[src/rtl/core/rrab_pkg.sv]
package rrab_pkg;

    // geometry and fixed-point sizing
    localparam int SQRT_FRAC_BITS   = 8;
    localparam int MAX_SCREEN_WIDTH = 512;

    localparam int COL_W   = 9;
    localparam int LEFT_W  = 11;
    localparam int DIM_W   = 9;
    localparam int RAD_CFG_W = 8;
    localparam int PIX_W   = 16;
    localparam int SCR_W   = 10;
    localparam int POS_W   = 12;
    localparam int COV_W   = 8;

    localparam int CFG_IDX_W  = 3;
    localparam int CFG_DATA_W = 16;

    localparam int ONE    = 1 << SQRT_FRAC_BITS;
    localparam int AX_W   = 10;                        // |q| never exceeds 1023
    localparam int SQ_W   = 2 * AX_W;
    localparam int SUM_W  = SQ_W + 1;
    localparam int ROOT_W = (SUM_W + 2 * SQRT_FRAC_BITS + 1) / 2;
    localparam int RAD_W  = 2 * ROOT_W;
    localparam int REM_W  = ROOT_W + 3;
    localparam int C_W    = ROOT_W + 3;
    localparam int CV_W   = SQRT_FRAC_BITS + 2;        // holds 0..2*ONE
    localparam int CP_W   = CV_W + COV_W + 1;
    localparam int SWC_W  = 12;

    typedef enum logic [CFG_IDX_W-1:0] {
        CFG_BOX_LEFT      = 3'd0,
        CFG_BOX_TOP       = 3'd1,
        CFG_BOX_WIDTH     = 3'd2,
        CFG_BOX_HEIGHT    = 3'd3,
        CFG_CORNER_RADIUS = 3'd4,
        CFG_FILL_COLOR    = 3'd5,
        CFG_SCREEN_WIDTH  = 3'd6,
        CFG_SCREEN_HEIGHT = 3'd7
    } t_cfg_idx;

    // per-pixel data riding alongside the square root
    typedef struct packed {
        logic signed [POS_W-1:0] sx;
        logic signed [POS_W-1:0] sy;
        logic [PIX_W-1:0]        bg;
        logic                    on;
        logic signed [POS_W-1:0] negi;
    } t_side;

endpackage

[src/rtl/core/rrab_if.sv]
interface rrab_pix_if;
    import rrab_pkg::*;
    logic               valid;
    logic               ready;
    logic [COL_W-1:0]   pixel_col;
    logic [COL_W-1:0]   pixel_row;
    logic [PIX_W-1:0]   background_pixel;

    modport source (output valid, pixel_col, pixel_row, background_pixel, input ready);
    modport sink   (input valid, pixel_col, pixel_row, background_pixel, output ready);
endinterface

interface rrab_res_if;
    import rrab_pkg::*;
    logic                    valid;
    logic                    ready;
    logic                    write_enable;
    logic [PIX_W-1:0]        out_pixel;
    logic [COV_W-1:0]        coverage;
    logic signed [POS_W-1:0] screen_col;
    logic signed [POS_W-1:0] screen_row;

    modport source (output valid, write_enable, out_pixel, coverage, screen_col, screen_row,
                    input ready);
    modport sink   (input valid, write_enable, out_pixel, coverage, screen_col, screen_row,
                    output ready);
endinterface

interface rrab_cfg_if;
    import rrab_pkg::*;
    logic                  valid;
    logic                  ready;
    logic [CFG_IDX_W-1:0]  index;
    logic [CFG_DATA_W-1:0] data;

    modport source (output valid, index, data, input ready);
    modport sink   (input valid, index, data, output ready);
endinterface

[src/rtl/core/rrab_sqrt.sv]
module rrab_sqrt (
    input  logic                          i_clk,
    input  logic                          i_rst_n,
    input  logic                          i_adv,
    input  logic                          i_valid,
    input  logic [rrab_pkg::SUM_W-1:0]    i_rad,
    input  rrab_pkg::t_side               i_side,
    output logic                          o_valid,
    output logic [rrab_pkg::ROOT_W-1:0]   o_root,
    output rrab_pkg::t_side               o_side
);
    import rrab_pkg::*;

    // one result bit per stage, restoring recurrence
    logic [RAD_W-1:0]  r_rad  [0:ROOT_W-1];
    logic [REM_W-1:0]  r_rem  [0:ROOT_W-1];
    logic [ROOT_W-1:0] r_root [0:ROOT_W-1];
    t_side             r_side [0:ROOT_W-1];
    logic [ROOT_W-1:0] r_vld;

    logic [RAD_W-1:0]  a_rad  [0:ROOT_W-1];
    logic [REM_W-1:0]  a_rem  [0:ROOT_W-1];
    logic [ROOT_W-1:0] a_root [0:ROOT_W-1];
    t_side             a_side [0:ROOT_W-1];
    logic [ROOT_W-1:0] a_vld;

    logic [RAD_W-1:0]  n_rad  [0:ROOT_W-1];
    logic [REM_W-1:0]  n_rem  [0:ROOT_W-1];
    logic [ROOT_W-1:0] n_root [0:ROOT_W-1];

    genvar k;
    generate
        for (k = 0; k < ROOT_W; k++) begin : g_stage
            logic [REM_W-1:0] w_acc;
            logic [REM_W-1:0] w_trial;
            logic             w_fit;

            if (k == 0) begin : g_first
                assign a_rad[k]  = RAD_W'(i_rad) << (2 * SQRT_FRAC_BITS);
                assign a_rem[k]  = '0;
                assign a_root[k] = '0;
                assign a_side[k] = i_side;
                assign a_vld[k]  = i_valid;
            end else begin : g_next
                assign a_rad[k]  = r_rad[k-1];
                assign a_rem[k]  = r_rem[k-1];
                assign a_root[k] = r_root[k-1];
                assign a_side[k] = r_side[k-1];
                assign a_vld[k]  = r_vld[k-1];
            end

            assign w_acc   = {a_rem[k][REM_W-3:0], a_rad[k][RAD_W-1 -: 2]};
            assign w_trial = REM_W'({a_root[k], 2'b01});
            assign w_fit   = (w_acc >= w_trial);
            assign n_rem[k]  = w_fit ? (w_acc - w_trial) : w_acc;
            assign n_root[k] = {a_root[k][ROOT_W-2:0], w_fit};
            assign n_rad[k]  = a_rad[k] << 2;
        end
    endgenerate

    always_ff @(posedge i_clk) begin
        if (!i_rst_n) begin
            r_vld <= '0;
        end else if (i_adv) begin
            r_vld <= a_vld;
        end
    end

    always_ff @(posedge i_clk) begin
        if (i_adv) begin
            for (int i = 0; i < ROOT_W; i++) begin
                r_rad[i]  <= n_rad[i];
                r_rem[i]  <= n_rem[i];
                r_root[i] <= n_root[i];
                r_side[i] <= a_side[i];
            end
        end
    end

    assign o_valid = r_vld[ROOT_W-1];
    assign o_root  = r_root[ROOT_W-1];
    assign o_side  = r_side[ROOT_W-1];

    a_rem_bound: assert property (@(posedge i_clk) disable iff (!i_rst_n)
        r_vld[ROOT_W-1] |-> r_rem[ROOT_W-1] <= (REM_W'(r_root[ROOT_W-1]) << 1))
        else $error("sqrt remainder above twice the root");

    a_hold: assert property (@(posedge i_clk) disable iff (!i_rst_n)
        !i_adv |=> $stable(o_root) && $stable(o_valid))
        else $error("sqrt output moved during a stall");

    a_flow: assert property (@(posedge i_clk) disable iff (!i_rst_n)
        i_adv && r_vld[ROOT_W-2] |=> o_valid)
        else $error("sqrt lost a beat");

endmodule

[src/rtl/core/rounded_rect_aa_blend.sv]
// Anti-aliased rounded-rectangle fill with RGB565 blending. Each input beat is one pixel
// position inside the box plus the framebuffer pixel there; each output beat is the blended
// pixel, its coverage, its screen position and a write enable. The datapath is a single
// pipeline that takes one pixel every clock while the output is not stalled; the bulk of
// its length is the square root, built as one register stage per result bit. A stall on the
// output freezes the whole pipe, so input ready follows output ready while the last stage
// holds a result.
// Configuration writes are taken every cycle and must only be made while no pixel is in flight.
module rounded_rect_aa_blend (
    input  logic      i_clk,
    input  logic      i_rst_n,
    rrab_pix_if.sink  i_pix,
    rrab_cfg_if.sink  i_cfg,
    rrab_res_if.source o_res
);
    import rrab_pkg::*;

    function automatic logic [5:0] div255(input logic [13:0] x);
        logic [15:0] t;
        t = 16'(x) + 16'(x >> 8) + 16'd1;
        return t[13:8];
    endfunction

    // configuration
    logic signed [LEFT_W-1:0] r_left, r_top;
    logic [DIM_W-1:0]         r_w, r_h;
    logic [RAD_CFG_W-1:0]     r_r;
    logic [PIX_W-1:0]         r_fill;
    logic [SCR_W-1:0]         r_sw, r_sh;

    always_ff @(posedge i_clk) begin
        if (!i_rst_n) begin
            r_left <= '0;
            r_top  <= '0;
            r_w    <= DIM_W'(1);
            r_h    <= DIM_W'(1);
            r_r    <= '0;
            r_fill <= '0;
            r_sw   <= SCR_W'(320);
            r_sh   <= SCR_W'(240);
        end else if (i_cfg.valid && i_cfg.ready) begin
            unique case (t_cfg_idx'(i_cfg.index))
                CFG_BOX_LEFT:      r_left <= i_cfg.data[LEFT_W-1:0];
                CFG_BOX_TOP:       r_top  <= i_cfg.data[LEFT_W-1:0];
                CFG_BOX_WIDTH:     r_w    <= i_cfg.data[DIM_W-1:0];
                CFG_BOX_HEIGHT:    r_h    <= i_cfg.data[DIM_W-1:0];
                CFG_CORNER_RADIUS: r_r    <= i_cfg.data[RAD_CFG_W-1:0];
                CFG_FILL_COLOR:    r_fill <= i_cfg.data[PIX_W-1:0];
                CFG_SCREEN_WIDTH:  r_sw   <= i_cfg.data[SCR_W-1:0];
                CFG_SCREEN_HEIGHT: r_sh   <= i_cfg.data[SCR_W-1:0];
            endcase
        end
    end

    assign i_cfg.ready = 1'b1;

    // values derived from static config
    logic [RAD_CFG_W-1:0] rc;
    logic [DIM_W-1:0]     slack_x, slack_y;
    logic                 sw_ok, box_empty;

    always_comb begin
        rc = r_r;
        if (rc > r_w[DIM_W-1:1]) rc = r_w[DIM_W-1:1];
        if (rc > r_h[DIM_W-1:1]) rc = r_h[DIM_W-1:1];
    end

    assign slack_x   = r_w - {rc, 1'b0};
    assign slack_y   = r_h - {rc, 1'b0};
    assign sw_ok     = SWC_W'(r_sw) <= SWC_W'(MAX_SCREEN_WIDTH);
    assign box_empty = (r_w == '0) || (r_h == '0);

    // global advance: the whole pipe moves unless the output is stalled
    logic adv, accept;
    logic r_o_vld;

    assign adv         = !r_o_vld || o_res.ready;
    assign i_pix.ready = adv;
    assign accept      = i_pix.valid && adv;

    // stage 1: centre offsets in half pixels, screen position
    logic                    r_s1_vld;
    logic signed [POS_W-1:0] r_s1_dx, r_s1_dy, r_s1_sx, r_s1_sy;
    logic [PIX_W-1:0]        r_s1_bg;
    logic signed [POS_W-1:0] n_s1_dx, n_s1_dy, n_s1_sx, n_s1_sy;

    assign n_s1_dx = $signed({2'b00, i_pix.pixel_col, 1'b1}) - $signed({3'b000, r_w});
    assign n_s1_dy = $signed({2'b00, i_pix.pixel_row, 1'b1}) - $signed({3'b000, r_h});
    assign n_s1_sx = POS_W'(r_left) + $signed({3'b000, i_pix.pixel_col});
    assign n_s1_sy = POS_W'(r_top)  + $signed({3'b000, i_pix.pixel_row});

    // stage 2: q vector, clipping
    logic                    r_s2_vld, r_s2_on;
    logic signed [POS_W-1:0] r_s2_qx, r_s2_qy, r_s2_sx, r_s2_sy;
    logic [PIX_W-1:0]        r_s2_bg;
    logic signed [POS_W-1:0] adx, ady, n_s2_qx, n_s2_qy;
    logic                    n_s2_on;

    assign adx     = r_s1_dx[POS_W-1] ? -r_s1_dx : r_s1_dx;
    assign ady     = r_s1_dy[POS_W-1] ? -r_s1_dy : r_s1_dy;
    assign n_s2_qx = adx - $signed({3'b000, slack_x});
    assign n_s2_qy = ady - $signed({3'b000, slack_y});
    assign n_s2_on = sw_ok
                  && !r_s1_sx[POS_W-1] && (r_s1_sx < $signed({2'b00, r_sw}))
                  && !r_s1_sy[POS_W-1] && (r_s1_sy < $signed({2'b00, r_sh}));

    // stage 3: squares, inside term
    logic                    r_s3_vld, r_s3_on;
    logic [SQ_W-1:0]         r_s3_sqx, r_s3_sqy;
    logic signed [POS_W-1:0] r_s3_negi, r_s3_sx, r_s3_sy;
    logic [PIX_W-1:0]        r_s3_bg;
    logic [AX_W-1:0]         ax, ay;
    logic signed [POS_W-1:0] inner;

    assign ax    = (r_s2_qx > 0) ? r_s2_qx[AX_W-1:0] : '0;
    assign ay    = (r_s2_qy > 0) ? r_s2_qy[AX_W-1:0] : '0;
    assign inner = (r_s2_qx > r_s2_qy) ? r_s2_qx : r_s2_qy;

    // stage 4: radicand
    logic             r_s4_vld;
    logic [SUM_W-1:0] r_s4_sum;
    t_side            r_s4_side;

    // square root
    logic              sq_vld;
    logic [ROOT_W-1:0] sq_len;
    t_side             sq_side;

    rrab_sqrt u_sqrt (
        .i_clk   (i_clk),
        .i_rst_n (i_rst_n),
        .i_adv   (adv),
        .i_valid (r_s4_vld),
        .i_rad   (r_s4_sum),
        .i_side  (r_s4_side),
        .o_valid (sq_vld),
        .o_root  (sq_len),
        .o_side  (sq_side)
    );

    // stage 5: doubled coverage c = 1 - distance, clamped to [0, 2]
    logic                r_s5_vld;
    logic [CV_W-1:0]     r_s5_c;
    t_side               r_s5_side;
    logic signed [C_W-1:0] craw;
    logic [CV_W-1:0]     n_s5_c;

    assign craw = $signed(C_W'(ONE)) - $signed(C_W'(sq_len))
                + $signed(C_W'(rc) << (SQRT_FRAC_BITS + 1))
                - (C_W'(sq_side.negi) <<< SQRT_FRAC_BITS);

    always_comb begin
        if (craw < 0)
            n_s5_c = '0;
        else if (craw > $signed(C_W'(2 * ONE)))
            n_s5_c = CV_W'(2 * ONE);
        else
            n_s5_c = craw[CV_W-1:0];
    end

    // stage 6: 8-bit coverage
    logic                    r_s6_vld, r_s6_we;
    logic [COV_W-1:0]        r_s6_cov;
    logic signed [POS_W-1:0] r_s6_sx, r_s6_sy;
    logic [PIX_W-1:0]        r_s6_bg;
    logic [CP_W-1:0]         cprod, cshift;
    logic [COV_W-1:0]        n_s6_cov;

    assign cprod  = (CP_W'(r_s5_c) << COV_W) - CP_W'(r_s5_c) + CP_W'(ONE);
    assign cshift = cprod >> (SQRT_FRAC_BITS + 1);

    always_comb begin
        if (box_empty)
            n_s6_cov = '0;
        else if (cshift > CP_W'(255))
            n_s6_cov = '1;
        else
            n_s6_cov = cshift[COV_W-1:0];
    end

    // stage 7: channel products
    logic                    r_s7_vld, r_s7_we, r_s7_full;
    logic [COV_W-1:0]        r_s7_cov;
    logic [12:0]             r_s7_r, r_s7_b;
    logic [13:0]             r_s7_g;
    logic signed [POS_W-1:0] r_s7_sx, r_s7_sy;
    logic [PIX_W-1:0]        r_s7_bg;
    logic [COV_W-1:0]        na;

    assign na = 8'd255 - r_s6_cov;

    // stage 8: output register
    logic                    r_o_we;
    logic [PIX_W-1:0]        r_o_pix;
    logic [COV_W-1:0]        r_o_cov;
    logic signed [POS_W-1:0] r_o_sx, r_o_sy;
    logic [PIX_W-1:0]        n_o_pix;
    logic [5:0]              q_r, q_g, q_b;

    assign q_r = div255(14'(r_s7_r));
    assign q_g = div255(r_s7_g);
    assign q_b = div255(14'(r_s7_b));

    always_comb begin
        if (!r_s7_we)
            n_o_pix = r_s7_bg;
        else if (r_s7_full)
            n_o_pix = r_fill;
        else
            n_o_pix = {q_r[4:0], q_g, q_b[4:0]};
    end

    always_ff @(posedge i_clk) begin
        if (!i_rst_n) begin
            r_s1_vld <= 1'b0;
            r_s2_vld <= 1'b0;
            r_s3_vld <= 1'b0;
            r_s4_vld <= 1'b0;
            r_s5_vld <= 1'b0;
            r_s6_vld <= 1'b0;
            r_s7_vld <= 1'b0;
            r_o_vld  <= 1'b0;
        end else if (adv) begin
            r_s1_vld <= accept;
            r_s2_vld <= r_s1_vld;
            r_s3_vld <= r_s2_vld;
            r_s4_vld <= r_s3_vld;
            r_s5_vld <= sq_vld;
            r_s6_vld <= r_s5_vld;
            r_s7_vld <= r_s6_vld;
            r_o_vld  <= r_s7_vld;
        end
    end

    always_ff @(posedge i_clk) begin
        if (adv) begin
            r_s1_dx <= n_s1_dx;
            r_s1_dy <= n_s1_dy;
            r_s1_sx <= n_s1_sx;
            r_s1_sy <= n_s1_sy;
            r_s1_bg <= i_pix.background_pixel;

            r_s2_qx <= n_s2_qx;
            r_s2_qy <= n_s2_qy;
            r_s2_on <= n_s2_on;
            r_s2_sx <= r_s1_sx;
            r_s2_sy <= r_s1_sy;
            r_s2_bg <= r_s1_bg;

            r_s3_sqx  <= SQ_W'(ax) * SQ_W'(ax);
            r_s3_sqy  <= SQ_W'(ay) * SQ_W'(ay);
            r_s3_negi <= inner[POS_W-1] ? inner : '0;
            r_s3_on   <= r_s2_on;
            r_s3_sx   <= r_s2_sx;
            r_s3_sy   <= r_s2_sy;
            r_s3_bg   <= r_s2_bg;

            r_s4_sum       <= SUM_W'(r_s3_sqx) + SUM_W'(r_s3_sqy);
            r_s4_side.sx   <= r_s3_sx;
            r_s4_side.sy   <= r_s3_sy;
            r_s4_side.bg   <= r_s3_bg;
            r_s4_side.on   <= r_s3_on;
            r_s4_side.negi <= r_s3_negi;

            r_s5_c    <= n_s5_c;
            r_s5_side <= sq_side;

            r_s6_cov <= n_s6_cov;
            r_s6_we  <= r_s5_side.on && (n_s6_cov != '0);
            r_s6_sx  <= r_s5_side.sx;
            r_s6_sy  <= r_s5_side.sy;
            r_s6_bg  <= r_s5_side.bg;

            r_s7_r    <= 13'(r_fill[15:11]) * 13'(r_s6_cov) + 13'(r_s6_bg[15:11]) * 13'(na);
            r_s7_g    <= 14'(r_fill[10:5])  * 14'(r_s6_cov) + 14'(r_s6_bg[10:5])  * 14'(na);
            r_s7_b    <= 13'(r_fill[4:0])   * 13'(r_s6_cov) + 13'(r_s6_bg[4:0])   * 13'(na);
            r_s7_full <= (r_s6_cov == 8'd255);
            r_s7_we   <= r_s6_we;
            r_s7_cov  <= r_s6_cov;
            r_s7_sx   <= r_s6_sx;
            r_s7_sy   <= r_s6_sy;
            r_s7_bg   <= r_s6_bg;

            r_o_we  <= r_s7_we;
            r_o_pix <= n_o_pix;
            r_o_cov <= r_s7_cov;
            r_o_sx  <= r_s7_sx;
            r_o_sy  <= r_s7_sy;
        end
    end

    assign o_res.valid        = r_o_vld;
    assign o_res.write_enable = r_o_we;
    assign o_res.out_pixel    = r_o_pix;
    assign o_res.coverage     = r_o_cov;
    assign o_res.screen_col   = r_o_sx;
    assign o_res.screen_row   = r_o_sy;

    a_stall_blocks_input: assert property (@(posedge i_clk) disable iff (!i_rst_n)
        r_o_vld && !o_res.ready |-> !i_pix.ready)
        else $error("input taken while output stalled");

    a_we_needs_cov: assert property (@(posedge i_clk) disable iff (!i_rst_n)
        r_o_vld && r_o_we |-> r_o_cov != '0)
        else $error("write enabled with zero coverage");

    a_accept_enters: assert property (@(posedge i_clk) disable iff (!i_rst_n)
        i_pix.valid && i_pix.ready |=> r_s1_vld)
        else $error("accepted beat missing from first stage");

    a_c_range: assert property (@(posedge i_clk) disable iff (!i_rst_n)
        r_s5_vld |-> r_s5_c <= CV_W'(2 * ONE))
        else $error("doubled coverage out of range");

endmodule
[src/flat_wrapper.sv]
// flat-port wrapper written by rule: the top's interface ports become plain ports
module rounded_rect_aa_blend_flat import rrab_pkg::*;
  (i_clk, i_rst_n, i_pix_valid, i_pix_pixel_col, i_pix_pixel_row, i_pix_background_pixel, i_pix_ready, i_cfg_valid, i_cfg_index, i_cfg_data, i_cfg_ready, o_res_valid, o_res_write_enable, o_res_out_pixel, o_res_coverage, o_res_screen_col, o_res_screen_row, o_res_ready);
  rrab_pix_if i_pix_i ();
  rrab_cfg_if i_cfg_i ();
  rrab_res_if o_res_i ();
  input  logic i_clk;
  input  logic i_rst_n;
  input wire logic [$bits(i_pix_i.valid)-1:0] i_pix_valid;
  input wire logic [$bits(i_pix_i.pixel_col)-1:0] i_pix_pixel_col;
  input wire logic [$bits(i_pix_i.pixel_row)-1:0] i_pix_pixel_row;
  input wire logic [$bits(i_pix_i.background_pixel)-1:0] i_pix_background_pixel;
  output wire logic [$bits(i_pix_i.ready)-1:0] i_pix_ready;
  input wire logic [$bits(i_cfg_i.valid)-1:0] i_cfg_valid;
  input wire logic [$bits(i_cfg_i.index)-1:0] i_cfg_index;
  input wire logic [$bits(i_cfg_i.data)-1:0] i_cfg_data;
  output wire logic [$bits(i_cfg_i.ready)-1:0] i_cfg_ready;
  output wire logic [$bits(o_res_i.valid)-1:0] o_res_valid;
  output wire logic [$bits(o_res_i.write_enable)-1:0] o_res_write_enable;
  output wire logic [$bits(o_res_i.out_pixel)-1:0] o_res_out_pixel;
  output wire logic [$bits(o_res_i.coverage)-1:0] o_res_coverage;
  output wire logic [$bits(o_res_i.screen_col)-1:0] o_res_screen_col;
  output wire logic [$bits(o_res_i.screen_row)-1:0] o_res_screen_row;
  input wire logic [$bits(o_res_i.ready)-1:0] o_res_ready;
  assign i_pix_i.valid = i_pix_valid;
  assign i_pix_i.pixel_col = i_pix_pixel_col;
  assign i_pix_i.pixel_row = i_pix_pixel_row;
  assign i_pix_i.background_pixel = i_pix_background_pixel;
  assign i_pix_ready = i_pix_i.ready;
  assign i_cfg_i.valid = i_cfg_valid;
  assign i_cfg_i.index = i_cfg_index;
  assign i_cfg_i.data = i_cfg_data;
  assign i_cfg_ready = i_cfg_i.ready;
  assign o_res_valid = o_res_i.valid;
  assign o_res_write_enable = o_res_i.write_enable;
  assign o_res_out_pixel = o_res_i.out_pixel;
  assign o_res_coverage = o_res_i.coverage;
  assign o_res_screen_col = o_res_i.screen_col;
  assign o_res_screen_row = o_res_i.screen_row;
  assign o_res_i.ready = o_res_ready;
  rounded_rect_aa_blend u_core (.i_clk(i_clk), .i_rst_n(i_rst_n), .i_pix(i_pix_i), .i_cfg(i_cfg_i), .o_res(o_res_i));
endmodule
[config.mk]
export PLATFORM = sky130hd
export DESIGN_NAME = rounded_rect_aa_blend_flat
export DESIGN_NICKNAME = d
export VERILOG_FILES = /design/src/rtl/core/rrab_pkg.sv /design/src/rtl/core/rrab_if.sv /design/src/rtl/core/rrab_sqrt.sv /design/src/rtl/core/rounded_rect_aa_blend.sv /design/src/flat_wrapper.sv
export SDC_FILE = /design/constraint.sdc
export NUM_CORES = 2
export LEC_CHECK = 0
export BUFFER_PORTS_ARGS = -buffer_cell sky130_fd_sc_hd__buf_2
export CAP_MARGIN = 20
export CORE_MARGIN = 2
export CORE_UTILIZATION = 30
export CTS_BUF_LIST = sky130_fd_sc_hd__clkbuf_16
export CTS_CLUSTER_SIZE = 40
export DETAILED_ROUTE_END_ITERATION = 6
export PLACE_DENSITY = 0.49
export SYNTH_ARGS = -nofsm -noshare
export SYNTH_HDL_FRONTEND = slang
export SYNTH_HIERARCHICAL = 1
export SYNTH_SLANG_ARGS = --single-unit
[constraint.sdc]
create_clock -name i_clk -period 117.8 [get_ports i_clk]
set_input_delay 5.89 -clock i_clk [delete_from_list [all_inputs] [get_ports i_clk]]
set_output_delay 5.89 -clock i_clk [all_outputs]
set_load 0.05 [all_outputs]
==> metrics <==
# resized after CTS 0; Seq/Total Area, Yosys 0.647; Final #Nets 8460; share of layout cells above drive strength 1 0.0801; switching pwr 1.25 mW; core area 344000 µm²; Filler cells 33000; final count of negative-setup-slack endpoints 0; Sequential Power Share 0.365; grt ovf 0; Min-Delay Path Class flop to flop; EDFF count, synth 2162; post-DR vias/cell 4.47; critical path's largest stage delay 0.68 ns; hold_buf cts 0; starting DRC count in detailed routing 3767; overall power 3.44 mW; Worst setup EP type output port; Mapped Cells 7265; CTS tree done; PortBufs 108; slowest CP cell nor2b_1; Critical Path RT 111.91 ns; commonest register cell after synthesis edfxtp_1; ys async rst share 0; Die Span X 592 µm; clock root buffer clkbuf_16; Routability Congestion 0.842; clock skew 0.0517 ns; clock sink count 2273; synth warn 6; Initial DRT Pass Iterations 5; Rel. slew slack 0.259; final setup TNS 0 ns; full die area 351000 µm²; Die H 592 µm; Yosys reg bits 2273; final worst path period share 0.112; CP most frequent cell buf_2; FP Rows 215; initial antenna violation count 11; library cells used by synthesis 98; Setup Fix Bufs, Post-CTS 0; RSZ-0062 raised after global routing no; CP cell instances buf_2 -> nor2b_1 -> inv_8 -> buf_2; internal power 2.19 mW; worst slew pin tran 1.11 ns; Slew Limit Fails 0; outcome finished clean; final hold violation count 0; largest net degree at the start of global routing 190; htree depth 4; WL per Instance 16.3 µm; Switching Share 0.363; Via Count 54800; Initial Utilization 0.302; R2R cell count 30; PwrDens 29.3 nW/µm²; Boundary Pins 110; global-route wire length before repair 312 mm; CP startpoint kind primary input; Routed Antenna Nets 0; final WL 201 mm; Synth area leader edfxtp_1; Post-Syn Area per Cell 14.3 µm²; Layout area overhead 13.2%; CP Max Fanout 50; Peak supply drop 67.6 µV; Post-Syn Area 104000 µm²; DP Wirelength 139 mm; Longest Clk Path Bufs 4; crit path time final 13.24 ns; Reg clk slew, reported paths 0.06 ns; Crit Path Class primary input to output port; vias in the first global route 54700; Worst Hold Depth 0; Worst-Skew Late Latency 0.86 ns; fmax 75.5 MHz; combinational share of power 0.426; critical path arrival 7.35 ns; synth top area cells edfxtp_1 (63%), ha_1 (7.0%), fa_1 (5.6%), inv_1 (2.6%), dfxtp_1 (2.1%); most common cell after layout, fill and taps aside edfxtp_1; most frequent cells in the layout edfxtp_1 (2162), inv_1 (746), ha_1 (579), nand2_1 (537), fa_1 (292); Synth top area share 0.626; drc violations 0; post-layout util 0.342; Clk pwr share 0.209; P_leak 47.0 nW; total CTS buffers 232; Tot GR Track Use 0.113; max-cap violation count 0
-- power by group through the flow --
stage          clock network (mW)  logic [mW]  registers, mW
2_1_floorplan                   0        1.12           1.23
3_3_place_gp                    0        1.46           1.27
3_5_place_dp                    0        1.48           1.27
4_1_cts                     0.746        1.50           1.26
5_1_grt                     0.777        1.67           1.27
6_report                    0.718        1.47           1.25
-- per-stage QoR --
stage / worst slack [ns] / instances / instance area, µm² / hold WS, ns
2_1_floorplan: 55.83 / 7267 / 104000 / 0.400
3_3_place_gp: 104.62 / 11900 / 110000 / 0.400
3_5_place_dp: 104.56 / 11900 / 110000 / 0.405
4_1_cts: 104.55 / 12300 / 117000 / 0.381
5_1_grt: 104.43 / 12300 / 117000 / 0.389
6_report: 104.56 / 12300 / 117000 / 0.382
-- final timing paths --
| check | startpoint | end | slack, ns |
|---|---|---|---|
| setup / recovery | o_res_ready | i_pix_ready | 104.56 |
| setup reg to reg | u_core/r_w[2] | u_core/r_s5_c[9] | 110.15 |
| hold reg to reg | u_core/u_sqrt/r_side[1][36] | u_core/u_sqrt/r_side[2][36] | 0.38 |
| hold / removal | u_core/u_sqrt/r_side[1][36] | u_core/u_sqrt/r_side[2][36] | 0.38 |
-- synthesized netlist by cell type, types with 17 or more instances --
master,number
o21a_1,75
clkbuf_1,99
and2_1,106
and3_1,33
o21ai_0,223
xor2_1,183
dfxtp_1,111
fa_1,292
a21oi_1,260
nand3b_1,19
xnor2_1,252
o31ai_1,34
or3_1,40
inv_1,708
nand4_1,36
ha_1,579
nand3_1,73
nor2b_1,170
o21bai_1,46
nand2b_1,121
a21o_1,110
nor2_1,271
mux2_2,71
a31oi_1,27
nor3_1,126
edfxtp_1,2162
o211ai_1,36
nor3b_1,17
a21boi_0,102
mux2i_1,28
nand2_1,537
a211oi_1,20
nor4_1,41
-- sequential cells by signal, summed over array words and instances (netlist names), 14 cells and up --
| name | flops |
|---|---|
| u_core/r_s7_bg | 16 |
| u_core/u_sqrt/r_side | 1007 |
| u_core/r_s7_g | 14 |
| u_core/r_s4_sum | 21 |
| u_core/r_s2_bg | 16 |
| u_core/r_s3_sqx | 19 |
| u_core/u_sqrt/r_root | 190 |
| u_core/u_sqrt/r_rem | 324 |
| u_core/r_fill | 16 |
| u_core/r_s1_bg | 16 |
| u_core/r_s3_bg | 16 |
| u_core/u_sqrt/r_rad | 110 |
| u_core/o_res.out_pixel | 16 |
| u_core/r_s4_side | 53 |
| u_core/r_s5_side | 41 |
| u_core/r_s6_bg | 16 |
| u_core/u_sqrt/r_vld | 19 |
| u_core/r_s3_sqy | 19 |
-- critical path: cells and delay by family --
family / cells / cell delay, ns
buffers and inverters: 3 / 0.71
AND/OR/NAND/NOR: 1 / 0.68
-- kinds of logic after synthesis --
| kind of cell | synth area share |
|---|---|
| AO/OA/AOI/OAI | 0.0670 |
| XOR/XNOR | 0.0367 |
| adder cells (fa/ha/maj) | 0.126 |
| buffers and inverters | 0.0314 |
| flip-flops | 0.647 |
| multiplexers | 0.0104 |
| other | 0.000109 |
| AND/OR/NAND/NOR | 0.0811 |
-- area by class of cell --
| class | count | area [µm²] | share of cell area |
|---|---|---|---|
| antenna | 2 | 5.00 | 0.0000426 |
| clock buffer | 238 | 5960 | 0.0507 |
| clock inverter | 177 | 1490 | 0.0127 |
| inverter | 715 | 2690 | 0.0229 |
| multi-input combinational | 4144 | 33400 | 0.284 |
| sequential | 2273 | 67100 | 0.572 |
| tap | 4557 | 5700 | 0.0486 |
| timing repair buffer | 165 | 1050 | 0.00897 |
-- metal layers --
| metal | up-vias | GRT usage | wire length, µm |
|---|---|---|---|
| li1 | 26700 | - | - |
| met1 | 26900 | 0.158 | 95500 |
| met2 | 934 | 0.176 | 89600 |
| met3 | 341 | 0.0171 | 8080 |
| met4 | 0 | 0.0421 | 7330 |
| met5 | - | 0 | 0 |
(Power assumes the default switching activity.)
